==> config.mk <==
export PLATFORM = sky130hd
export DESIGN_NAME = memory_budget_job_admission_top
export DESIGN_NICKNAME = d
export VERILOG_FILES = /design/src/sv/mbja_pkg.sv /design/src/sv/mbja_ram.sv /design/src/sv/mbja_core.sv /design/src/sv/memory_budget_job_admission_top.sv
export VERILOG_INCLUDE_DIRS = /design/src /design/src/sv
export SDC_FILE = /design/constraint.sdc
export NUM_CORES = 2
export LEC_CHECK = 0
export ABC_AREA = 1
export BUFFER_PORTS_ARGS = -buffer_cell sky130_fd_sc_hd__buf_2
export CELL_PAD_IN_SITES_DETAIL_PLACEMENT = 0
export CELL_PAD_IN_SITES_GLOBAL_PLACEMENT = 1
export CORE_UTILIZATION = 55
export DETAILED_ROUTE_END_ITERATION = 12
export GPL_ROUTABILITY_DRIVEN = 0
export PLACE_DENSITY_LB_ADDON = 0.1
export SYNTH_ARGS = -nofsm -noshare
export SYNTH_HDL_FRONTEND = slang
export SYNTH_SLANG_ARGS = --single-unit
export TNS_END_PERCENT = 1
==> constraint.sdc <==
create_clock -name clk -period 18.2 [get_ports clk]
set_input_delay 2.73 -clock clk [delete_from_list [all_inputs] [get_ports clk]]
set_output_delay 2.73 -clock clk [all_outputs]
set_load 0.005 [all_outputs]
==> src/sv/memory_budget_job_admission_top_assert.svh <==
// assertion macros for the job admission block
// used by the core module; expects clk and rst in scope
`ifndef MEMORY_BUDGET_JOB_ADMISSION_TOP_ASSERT_SVH
`define MEMORY_BUDGET_JOB_ADMISSION_TOP_ASSERT_SVH

// check a property on every clock edge outside reset
`define MBJA_ASSERT(lbl, prop) \
  lbl: assert property (@(posedge clk) disable iff (rst) prop) \
    else $error("mbja assertion failed");

// check a property on every clock edge, reset included
`define MBJA_ASSERT_ALWAYS(lbl, prop) \
  lbl: assert property (@(posedge clk) prop) else $error("mbja assertion failed");

`endif

==> src/sv/mbja_pkg.sv <==
// shared types and constants for the job admission block
// no dependencies
`timescale 1ns / 1ps

package mbja_pkg;

  localparam int ID_W    = 64;
  localparam int TAG_W   = 32;
  localparam int BYTES_W = 48;
  localparam int CNT_OUT_W = 5;

  localparam logic [BYTES_W-1:0] BUDGET_RESET = 48'd268435456;
  localparam logic [BYTES_W-1:0] BYTES_MAX    = {BYTES_W{1'b1}};

  localparam logic [2:0] KIND_SUBMIT   = 3'd0;
  localparam logic [2:0] KIND_CANCEL   = 3'd1;
  localparam logic [2:0] KIND_TAKE     = 3'd2;
  localparam logic [2:0] KIND_FINISH   = 3'd3;
  localparam logic [2:0] KIND_SHUTDOWN = 3'd4;

  localparam logic [2:0] ST_OK        = 3'd0;
  localparam logic [2:0] ST_NONE      = 3'd1;
  localparam logic [2:0] ST_STOPPED   = 3'd2;
  localparam logic [2:0] ST_FULL      = 3'd3;
  localparam logic [2:0] ST_NOT_FOUND = 3'd4;

  typedef struct packed {
    logic [BYTES_W-1:0] est;
    logic               has_key;
    logic [TAG_W-1:0]   tag;
    logic [ID_W-1:0]    id;
  } slot_t;

  localparam int SLOT_W = $bits(slot_t);

  typedef struct packed {
    logic [CNT_OUT_W-1:0] peak_running;
    logic [CNT_OUT_W-1:0] running;
    logic [BYTES_W-1:0]   peak_admitted;
    logic [BYTES_W-1:0]   admitted;
    logic                 given_charged;
    logic                 given_cancelled;
    logic [ID_W-1:0]      given_id;
    logic [2:0]           status;
  } res_t;

  function automatic logic [CNT_OUT_W-1:0] clamp_count(input logic [31:0] c);
    clamp_count = (c > 32'd31) ? 5'd31 : c[CNT_OUT_W-1:0];
  endfunction

endpackage

==> src/sv/mbja_ram.sv <==
// generic simple dual-port ram, one write and one registered read port
// no dependencies
`timescale 1ns / 1ps

module mbja_ram #(
  parameter int WIDTH = 8,
  parameter int DEPTH = 16
) (
  input  logic                     clk,
  input  logic                     we,
  input  logic [$clog2(DEPTH)-1:0] waddr,
  input  logic [WIDTH-1:0]         wdata,
  input  logic [$clog2(DEPTH)-1:0] raddr,
  output logic [WIDTH-1:0]         rdata
);

  logic [WIDTH-1:0] mem [DEPTH];

  always_ff @(posedge clk) begin
    if (we) begin
      mem[waddr] <= wdata;
    end
    rdata <= mem[raddr];
  end

endmodule

==> src/sv/mbja_core.sv <==
// admission engine: slot table and pending list in rams, flags in flops
// depends on mbja_pkg, mbja_ram and the assertion macro header
`timescale 1ns / 1ps
`include "memory_budget_job_admission_top_assert.svh"

module mbja_core #(
  parameter int TABLE_DEPTH = 16
) (
  input  logic                          clk,
  input  logic                          rst,
  input  logic                          cfg_we,
  input  logic [mbja_pkg::BYTES_W-1:0]  cfg_wdata,
  input  logic                          in_valid,
  output logic                          in_ready,
  input  logic [2:0]                    in_kind,
  input  mbja_pkg::slot_t               in_item,
  output logic                          res_valid,
  input  logic                          res_ready,
  output mbja_pkg::res_t                res
);

  localparam int AW = $clog2(TABLE_DEPTH);
  localparam int CW = $clog2(TABLE_DEPTH + 1);

  localparam logic [3:0] S_IDLE   = 4'd0;
  localparam logic [3:0] S_SCAN   = 4'd1;
  localparam logic [3:0] S_END    = 4'd2;
  localparam logic [3:0] S_TK_RDP = 4'd3;
  localparam logic [3:0] S_TK_RDS = 4'd4;
  localparam logic [3:0] S_TK_CHK = 4'd5;
  localparam logic [3:0] S_MV_RD  = 4'd6;
  localparam logic [3:0] S_MV_WR  = 4'd7;
  localparam logic [3:0] S_DONE   = 4'd8;

  logic [3:0] state;

  logic [2:0]      kind;
  mbja_pkg::slot_t item;

  logic [TABLE_DEPTH-1:0] valid, listed, canc, running, charged, idmatch;
  logic [CW-1:0] vcount, pcount, runc, peakrun;
  logic [mbja_pkg::BYTES_W-1:0] adm, peak_adm, budget, found_est;
  logic stopping;

  logic [AW:0]   cnt;
  logic          cmp_vld;
  logic [AW-1:0] cmp_idx;
  logic          found, free_found;
  logic [AW-1:0] found_idx, free_idx;

  logic [AW:0]   p;
  logic [AW-1:0] sel;

  logic [2:0]                status;
  logic [mbja_pkg::ID_W-1:0] gid;
  logic                      gc, gch;

  // memories
  mbja_pkg::slot_t slot_rd;
  logic [mbja_pkg::SLOT_W-1:0] slot_rdata;
  logic [AW-1:0] slot_raddr;
  logic          slot_we;
  logic [AW-1:0] pend_rdata, pend_raddr, pend_waddr, pend_wdata;
  logic          pend_we;

  assign slot_rd = mbja_pkg::slot_t'(slot_rdata);

  mbja_ram #(.WIDTH(mbja_pkg::SLOT_W), .DEPTH(TABLE_DEPTH)) u_slot_ram (
    .clk(clk), .we(slot_we), .waddr(free_idx), .wdata(item),
    .raddr(slot_raddr), .rdata(slot_rdata)
  );

  mbja_ram #(.WIDTH(AW), .DEPTH(TABLE_DEPTH)) u_pend_ram (
    .clk(clk), .we(pend_we), .waddr(pend_waddr), .wdata(pend_wdata),
    .raddr(pend_raddr), .rdata(pend_rdata)
  );

  logic [AW:0] p_inc;
  assign p_inc = p + 1'b1;

  always_comb begin
    slot_raddr = (state == S_TK_RDS) ? pend_rdata : cnt[AW-1:0];
    pend_raddr = (state == S_MV_RD) ? p_inc[AW-1:0] : p[AW-1:0];
    slot_we    = (state == S_END) && (kind == mbja_pkg::KIND_SUBMIT);
    pend_we    = slot_we || (state == S_MV_WR);
    pend_waddr = (state == S_MV_WR) ? p[AW-1:0] : pcount[AW-1:0];
    pend_wdata = (state == S_MV_WR) ? pend_rdata : free_idx;
  end

  // take checks
  logic [mbja_pkg::BYTES_W:0]   sum49;
  logic [mbja_pkg::BYTES_W-1:0] sat_sum;
  logic tk_free, tk_fits, tk_alone, tk_ok;
  logic [CW-1:0] runc_inc;

  always_comb begin
    sum49    = {1'b0, adm} + {1'b0, slot_rd.est};
    sat_sum  = sum49[mbja_pkg::BYTES_W] ? mbja_pkg::BYTES_MAX : sum49[mbja_pkg::BYTES_W-1:0];
    tk_free  = canc[sel];
    tk_fits  = sum49 <= {1'b0, budget};
    tk_alone = (runc == '0) && (p == '0);
    tk_ok    = tk_free || tk_fits || tk_alone;
    runc_inc = runc + 1'b1;
  end

  assign in_ready  = (state == S_IDLE);
  assign res_valid = (state == S_DONE);

  always_comb begin
    res.status          = status;
    res.given_id        = gid;
    res.given_cancelled = gc;
    res.given_charged   = gch;
    res.admitted        = adm;
    res.peak_admitted   = peak_adm;
    res.running         = mbja_pkg::clamp_count(32'(runc));
    res.peak_running    = mbja_pkg::clamp_count(32'(peakrun));
  end

  always_ff @(posedge clk) begin
    if (rst) begin
      state    <= S_IDLE;
      valid    <= '0;
      vcount   <= '0;
      pcount   <= '0;
      runc     <= '0;
      peakrun  <= '0;
      adm      <= '0;
      peak_adm <= '0;
      stopping <= 1'b0;
      budget   <= mbja_pkg::BUDGET_RESET;
      cmp_vld  <= 1'b0;
    end else begin
      if (cfg_we) begin
        budget <= cfg_wdata;
      end
      case (state)
        S_IDLE: begin
          if (in_valid) begin
            kind       <= in_kind;
            item       <= in_item;
            gid        <= '0;
            gc         <= 1'b0;
            gch        <= 1'b0;
            found      <= 1'b0;
            free_found <= 1'b0;
            idmatch    <= '0;
            cnt        <= '0;
            cmp_vld    <= 1'b0;
            p          <= '0;
            case (in_kind)
              mbja_pkg::KIND_SUBMIT: begin
                if (32'(vcount) >= TABLE_DEPTH || 32'(pcount) >= TABLE_DEPTH) begin
                  status <= mbja_pkg::ST_FULL;
                  state  <= S_DONE;
                end else begin
                  status <= mbja_pkg::ST_OK;
                  state  <= S_SCAN;
                end
              end
              mbja_pkg::KIND_CANCEL, mbja_pkg::KIND_FINISH: begin
                status <= mbja_pkg::ST_OK;
                state  <= S_SCAN;
              end
              mbja_pkg::KIND_TAKE: begin
                if (pcount == '0) begin
                  status <= stopping ? mbja_pkg::ST_STOPPED : mbja_pkg::ST_NONE;
                  state  <= S_DONE;
                end else begin
                  status <= mbja_pkg::ST_OK;
                  state  <= S_TK_RDP;
                end
              end
              mbja_pkg::KIND_SHUTDOWN: begin
                if (!stopping) begin
                  stopping <= 1'b1;
                  canc     <= canc | (valid & listed);
                end
                status <= mbja_pkg::ST_OK;
                state  <= S_DONE;
              end
              default: begin
                status <= mbja_pkg::ST_OK;
                state  <= S_DONE;
              end
            endcase
          end
        end

        // one slot read issued and one compared per cycle
        S_SCAN: begin
          if (32'(cnt) < TABLE_DEPTH) begin
            cmp_vld <= 1'b1;
            cmp_idx <= cnt[AW-1:0];
            cnt     <= cnt + 1'b1;
          end else begin
            cmp_vld <= 1'b0;
            state   <= S_END;
          end
          if (cmp_vld) begin
            case (kind)
              mbja_pkg::KIND_SUBMIT: begin
                if (!valid[cmp_idx] && !free_found) begin
                  free_found <= 1'b1;
                  free_idx   <= cmp_idx;
                end
                if (valid[cmp_idx] && listed[cmp_idx] && !stopping) begin
                  if (item.has_key && slot_rd.has_key && slot_rd.tag == item.tag) begin
                    canc[cmp_idx] <= 1'b1;
                  end
                  if (slot_rd.id == item.id) begin
                    found <= 1'b1;
                  end
                end
              end
              mbja_pkg::KIND_CANCEL: begin
                if (valid[cmp_idx] && listed[cmp_idx] && slot_rd.id == item.id) begin
                  canc[cmp_idx] <= 1'b1;
                  found         <= 1'b1;
                end
              end
              default: begin
                if (valid[cmp_idx] && slot_rd.id == item.id) begin
                  idmatch[cmp_idx] <= 1'b1;
                  if (running[cmp_idx] && !found) begin
                    found     <= 1'b1;
                    found_idx <= cmp_idx;
                    found_est <= slot_rd.est;
                  end
                end
              end
            endcase
          end
        end

        S_END: begin
          state <= S_DONE;
          case (kind)
            mbja_pkg::KIND_SUBMIT: begin
              valid[free_idx]   <= 1'b1;
              canc[free_idx]    <= stopping;
              running[free_idx] <= 1'b0;
              charged[free_idx] <= 1'b0;
              listed[free_idx]  <= !stopping && !found;
              pcount <= pcount + 1'b1;
              vcount <= vcount + 1'b1;
            end
            mbja_pkg::KIND_CANCEL: begin
              if (!found) begin
                status <= mbja_pkg::ST_NOT_FOUND;
              end
            end
            default: begin
              if (!found) begin
                status <= mbja_pkg::ST_NOT_FOUND;
              end else begin
                if (charged[found_idx] && adm >= found_est) begin
                  adm <= adm - found_est;
                end
                if (runc != '0) begin
                  runc <= runc - 1'b1;
                end
                listed             <= listed & ~idmatch;
                valid[found_idx]   <= 1'b0;
                running[found_idx] <= 1'b0;
                charged[found_idx] <= 1'b0;
                vcount             <= vcount - 1'b1;
              end
            end
          endcase
        end

        S_TK_RDP: begin
          state <= S_TK_RDS;
        end

        S_TK_RDS: begin
          sel   <= pend_rdata;
          state <= S_TK_CHK;
        end

        S_TK_CHK: begin
          if (tk_ok) begin
            running[sel] <= 1'b1;
            charged[sel] <= !tk_free;
            if (!tk_free) begin
              adm <= sat_sum;
              if (sat_sum > peak_adm) begin
                peak_adm <= sat_sum;
              end
            end
            runc <= runc_inc;
            if (runc_inc > peakrun) begin
              peakrun <= runc_inc;
            end
            gid <= slot_rd.id;
            gc  <= tk_free;
            gch <= !tk_free;
            if (32'(p) + 32'd1 < 32'(pcount)) begin
              state <= S_MV_RD;
            end else begin
              pcount <= pcount - 1'b1;
              state  <= S_DONE;
            end
          end else if (32'(p) + 32'd1 < 32'(pcount)) begin
            p     <= p_inc;
            state <= S_TK_RDP;
          end else begin
            status <= mbja_pkg::ST_NONE;
            state  <= S_DONE;
          end
        end

        // close the gap in the pending list one entry at a time
        S_MV_RD: begin
          state <= S_MV_WR;
        end

        S_MV_WR: begin
          p <= p_inc;
          if (32'(p) + 32'd2 < 32'(pcount)) begin
            state <= S_MV_RD;
          end else begin
            pcount <= pcount - 1'b1;
            state  <= S_DONE;
          end
        end

        S_DONE: begin
          if (res_ready) begin
            state <= S_IDLE;
          end
        end

        default: begin
          state <= S_IDLE;
        end
      endcase
    end
  end

  `MBJA_ASSERT(a_peak_bytes, peak_adm >= adm)
  `MBJA_ASSERT(a_peak_run, peakrun >= runc)
  `MBJA_ASSERT(a_pend_valid, pcount <= vcount)
  `MBJA_ASSERT(a_run_bound, 32'(runc) <= TABLE_DEPTH)

endmodule

==> src/sv/memory_budget_job_admission_top.sv <==
// submit, cancel and finish scan every slot (one slot read each); take reads each pending entry
// tried and its slot, then moves later entries up; other kinds go straight to the result
// sequential: the next word is taken in the cycle after the result enters the output register,
// even while it waits there, so a new word is never taken while one is still in the core
// rst is synchronous: table empty, counts and peaks zero, budget 256 MiB; no clearing pass
// depends on mbja_pkg and mbja_core
`timescale 1ns / 1ps

module memory_budget_job_admission_top #(
  parameter int TABLE_DEPTH = 16
) (
  input  logic         clk,
  input  logic         rst,
  input  logic         cfg_we,
  input  logic [47:0]  cfg_wdata,    // byte budget
  input  logic         s_tvalid,
  output logic         s_tready,
  input  logic [151:0] s_tdata,      // job_id, key_present, key_tag, estimate in bytes
  input  logic [2:0]   s_tuser,      // kind
  output logic         m_tvalid,
  input  logic         m_tready,
  output logic [175:0] m_tdata,      // given_job_id, given_cancelled, given_charged,
                                     // admitted_total, peak_admitted_total,
                                     // running_jobs, peak_running_jobs
  output logic [2:0]   m_tuser       // status
);

  mbja_pkg::slot_t in_item;
  mbja_pkg::res_t  res;
  logic            res_valid, res_ready;

  always_comb begin
    in_item.id      = s_tdata[63:0];
    in_item.has_key = s_tdata[64];
    in_item.tag     = s_tdata[96:65];
    in_item.est     = s_tdata[144:97];
  end

  mbja_core #(.TABLE_DEPTH(TABLE_DEPTH)) u_core (
    .clk(clk), .rst(rst),
    .cfg_we(cfg_we), .cfg_wdata(cfg_wdata),
    .in_valid(s_tvalid), .in_ready(s_tready),
    .in_kind(s_tuser), .in_item(in_item),
    .res_valid(res_valid), .res_ready(res_ready), .res(res)
  );

  // output register
  assign res_ready = !m_tvalid || m_tready;

  always_ff @(posedge clk) begin
    if (rst) begin
      m_tvalid <= 1'b0;
    end else if (res_ready) begin
      m_tvalid <= res_valid;
    end
  end

  always_ff @(posedge clk) begin
    if (res_valid && res_ready) begin
      m_tuser <= res.status;
      m_tdata <= {4'd0, res.peak_running, res.running, res.peak_admitted, res.admitted,
                  res.given_charged, res.given_cancelled, res.given_id};
    end
  end

endmodule

==> run metrics <==
Max Clk Rate=between 150 and 200 MHz; GRT Overall Usage=a little under a third; fin nets=12,100; required time of the critical path=19.01 ns; Port Buffers=377; DR iter-0 viols=about 10,000; Row Count=between 150 and 200; gr ovfl total=0; most frequent CP cell=nand2_1; status=complete, no violations; EDFF count, synth=roughly 3,000; clk sink count=about 3,300; Final Critical Period=around 6.5 ns; CTS Buf Count=349; FF-to-FF path depth=31; Crit path arrival time=approximately 7.4 ns; fin crit share=a little over a third; Mean Syn Cell Area=11.8 um^2; HPWL Detailed=around 220 mm; maximum vdd drop=roughly 0.00012 V; sequential share of the synthesized area=70.5%; Seq. cell area=approximately 95,000 um^2; H-tree levels=5; Hold Path Cell Cnt=0; clock-pin slew on the worst setup and hold paths=about 0.060 ns; Slew Limit Headroom=10.0%; Residual DRC=0; Final Total Pwr=17.8 mW; Pins Over Slew Limit=0; delay of the slowest critical-path stage=around 0.65 ns; ys flop type=edfxtp_1; HP Class=flop to flop; hold path endpoint=m_tdata[63]$_DFFE_PP_; Hold Fails Final Rpt=0; synthesized area=about 130,000 um^2; Mapped Cells=11,400; number of global-route vias before repair=approximately 90,000; post-CTS setup repair buffer count=0; post-placement cell area=between 100,000 and 150,000 um^2; Switch Pwr=~4.6 mW; Max Cap Viol=0; Detailed Routing Iterations Pass 1=6; Post-CTS Hold Fix Bufs=0; reg2reg start=u_core.u_slot_ram.rdata[97]$_DFF_P_; worst-skew pair later-pin latency=roughly 0.98 ns; post-route ant nets=0; DR vias/cell=6.12; Crit Path Category=flop to flop; register share of total power=48.6%; post-synth cell types=64; routed length per instance=~26 um; commonest non-fill, non-tap cell in the layout=edfxtp_1; post-CTS sizing=0; RSZ-0062 raised after global routing=false; reg-to-reg critical path endpoint=u_core.adm[17]$_SDFFE_PP0P_; most frequent cells in the layout=2,932 x edfxtp_1, 2,000 x nor2_1, 1,621 x o21ai_0; Ys Warns=0; CTS tree=built; CP max stage cell=nand3_2; initial antenna violation count=23; setup slack after layout=between 10 and 15 ns; pre-CTS setup slack=11.76 ns; Worst Hold Launch=u_core.gid[63]$_SDFFCE_PN0P_; async set-reset flop share out of synthesis=0%; Initial Util=55.3%; via count=just over 90,000; CP startpoint kind=flop; CTS root buffer=clkbuf_16; P_int=roughly 13 mW; chip width=a little under 500 um; die area=between 200,000 and 250,000 um^2; CP top delay family=simple AND/OR/NAND/NOR gates; Switching Fraction=26.0%; crit path max fanout=39; first-pass GRT wire length=562 mm; worst clock skew=about 0.087 ns; CORE AREA=243,000 um^2; Finished Cell Area=between 150,000 and 200,000 um^2; synth-to-layout area growth=11.9%; Filler cells=19,100; Clock power frac=between 30% and 40%; Pwr Density=between 100 and 150 nW/um^2; Buf+Inv Stages, Crit Path=4; actual slew at the worst max-slew pin=1.35 ns; CP Capture Type=flop; Multi-input gate area=between 30,000 and 40,000 um^2; R2R setup slack=between 10 and 15 ns; Static Leak=around 53 nW; share of cells above drive strength 1=9.36%; largest net degree at the start of global routing=257; Final TNS setup=0 ns; Final setup viols=0; Yosys reg bits=~3,300; combinational power share=around an eighth; I/O pin cnt=389; end-of-flow core utilization=about three fifths; final WL=between 300 and 400 mm; Die Y=496 um; CTS max path bufs=4
[synth_stat cells (all sizes together) (2+ instances only)]
cell type,n,area (um^2)
buf,169,880
xor2,52,455
o2111ai,8,70.1
nand2,957,3600
edfxtp,2932,88000
and3,2,12.5
o32ai,16,140
o31ai,2,15.0
o22ai,617,3860
fa,4,80.1
a22o,3,26.3
o21a,6,45.0
nor2,2035,7690
and2,3,18.8
o21ai,1697,8510
nand4,86,538
clkbuf,443,1660
inv,753,2830
xnor2,68,596
a22oi,24,180
nor3,54,280
a31oi,17,106
a21oi,366,1840
o221ai,143,1250
o21bai,19,143
clkinv,3,12.5
a21boi,4,30.0
nor3b,2,15.0
dfxtp,336,6730
a211oi,21,158
nor4,18,113
o211ai,21,158
ha,217,2720
or2,27,169
a21o,10,75.1
nand3b,28,210
nand3,220,1110
[power by group through the flow]
| stage | sequential, mW | clock (mW) | combinational (mW) |
|---|---|---|---|
| final | 8.64 | 6.95 | 2.20 |
| after global routing | 8.66 | 7.29 | 2.42 |
| after CTS | 8.63 | 7.02 | 2.18 |
| after detailed placement | 8.79 | 0 | 2.17 |
| after global placement | 8.78 | 0 | 2.13 |
| after floorplan | 8.71 | 0 | 1.40 |
[state kept, by name, indices dropped and copies added (netlist names), 64 cells and up]
name                     flops
u_core.u_slot_ram.mem     2320
m_tdata                    172
u_core.item                145
u_core.u_slot_ram.rdata    145
u_core.gid                  64
u_core.u_pend_ram.mem       64
[kinds of logic after synthesis]
| group | synth area share (%) |
|---|---|
| AND/OR/NAND/NOR | 10.2 |
| flip-flops | 70.5 |
| AO/OA/AOI/OAI | 12.4 |
| buffers and inverters | 4.01 |
| adder cells (fa/ha/maj) | 2.08 |
| XOR/XNOR | 0.782 |
| multiplexers | 0.0158 |
| other | 0.00279 |
[routing by layer]
layer	wire [um]	track usage, %	vias up
met1	160000	44.1	45800
met5	68	0	-
met4	15200	11.5	12
met2	177000	48.3	4404
li1	-	-	41600
met3	33300	4.42	749
[cell type report]
class                           instances  area share, %
Sequential cell                      3268           63.0
Multi-Input combinational cell       6760           23.0
Antenna cell                           13         0.0216
Timing Repair Buffer                  500           2.01
Clock buffer                          456           6.35
Clock inverter                        165           1.07
Inverter                              756           1.92
Tap cell                             3202           2.66
[worst max-delay path by stage]
| stage | from | endpoint | cells after the start |
|---|---|---|---|
| after CTS | u_core.u_slot_ram.rdata[97]$_DFF_P_ | u_core.adm[9]$_SDFFE_PP0P_ | 32 |
| after floorplan | m_tready | m_tdata[0]$_DFFE_PP_ | 2 |
| after detailed placement | u_core.u_slot_ram.rdata[97]$_DFF_P_ | u_core.adm[9]$_SDFFE_PP0P_ | 32 |
| after global routing | u_core.u_slot_ram.rdata[97]$_DFF_P_ | u_core.adm[9]$_SDFFE_PP0P_ | 32 |
| final | u_core.u_slot_ram.rdata[97]$_DFF_P_ | u_core.adm[17]$_SDFFE_PP0P_ | 31 |
| after global placement | u_core.u_slot_ram.rdata[97]$_DFF_P_ | u_core.adm[15]$_SDFFE_PP0P_ | 32 |
[stage by stage]
| step | hold slack (ns) | std cells |
|---|---|---|
| floorplan | 0.400 | 11400 |
| global placement | 0.402 | 14500 |
| detailed placement | 0.405 | 14500 |
| CTS | 0.414 | 15100 |
| global route | 0.424 | 15100 |
| finish | 0.412 | 15100 |
Power figures use the tool's default switching activity.
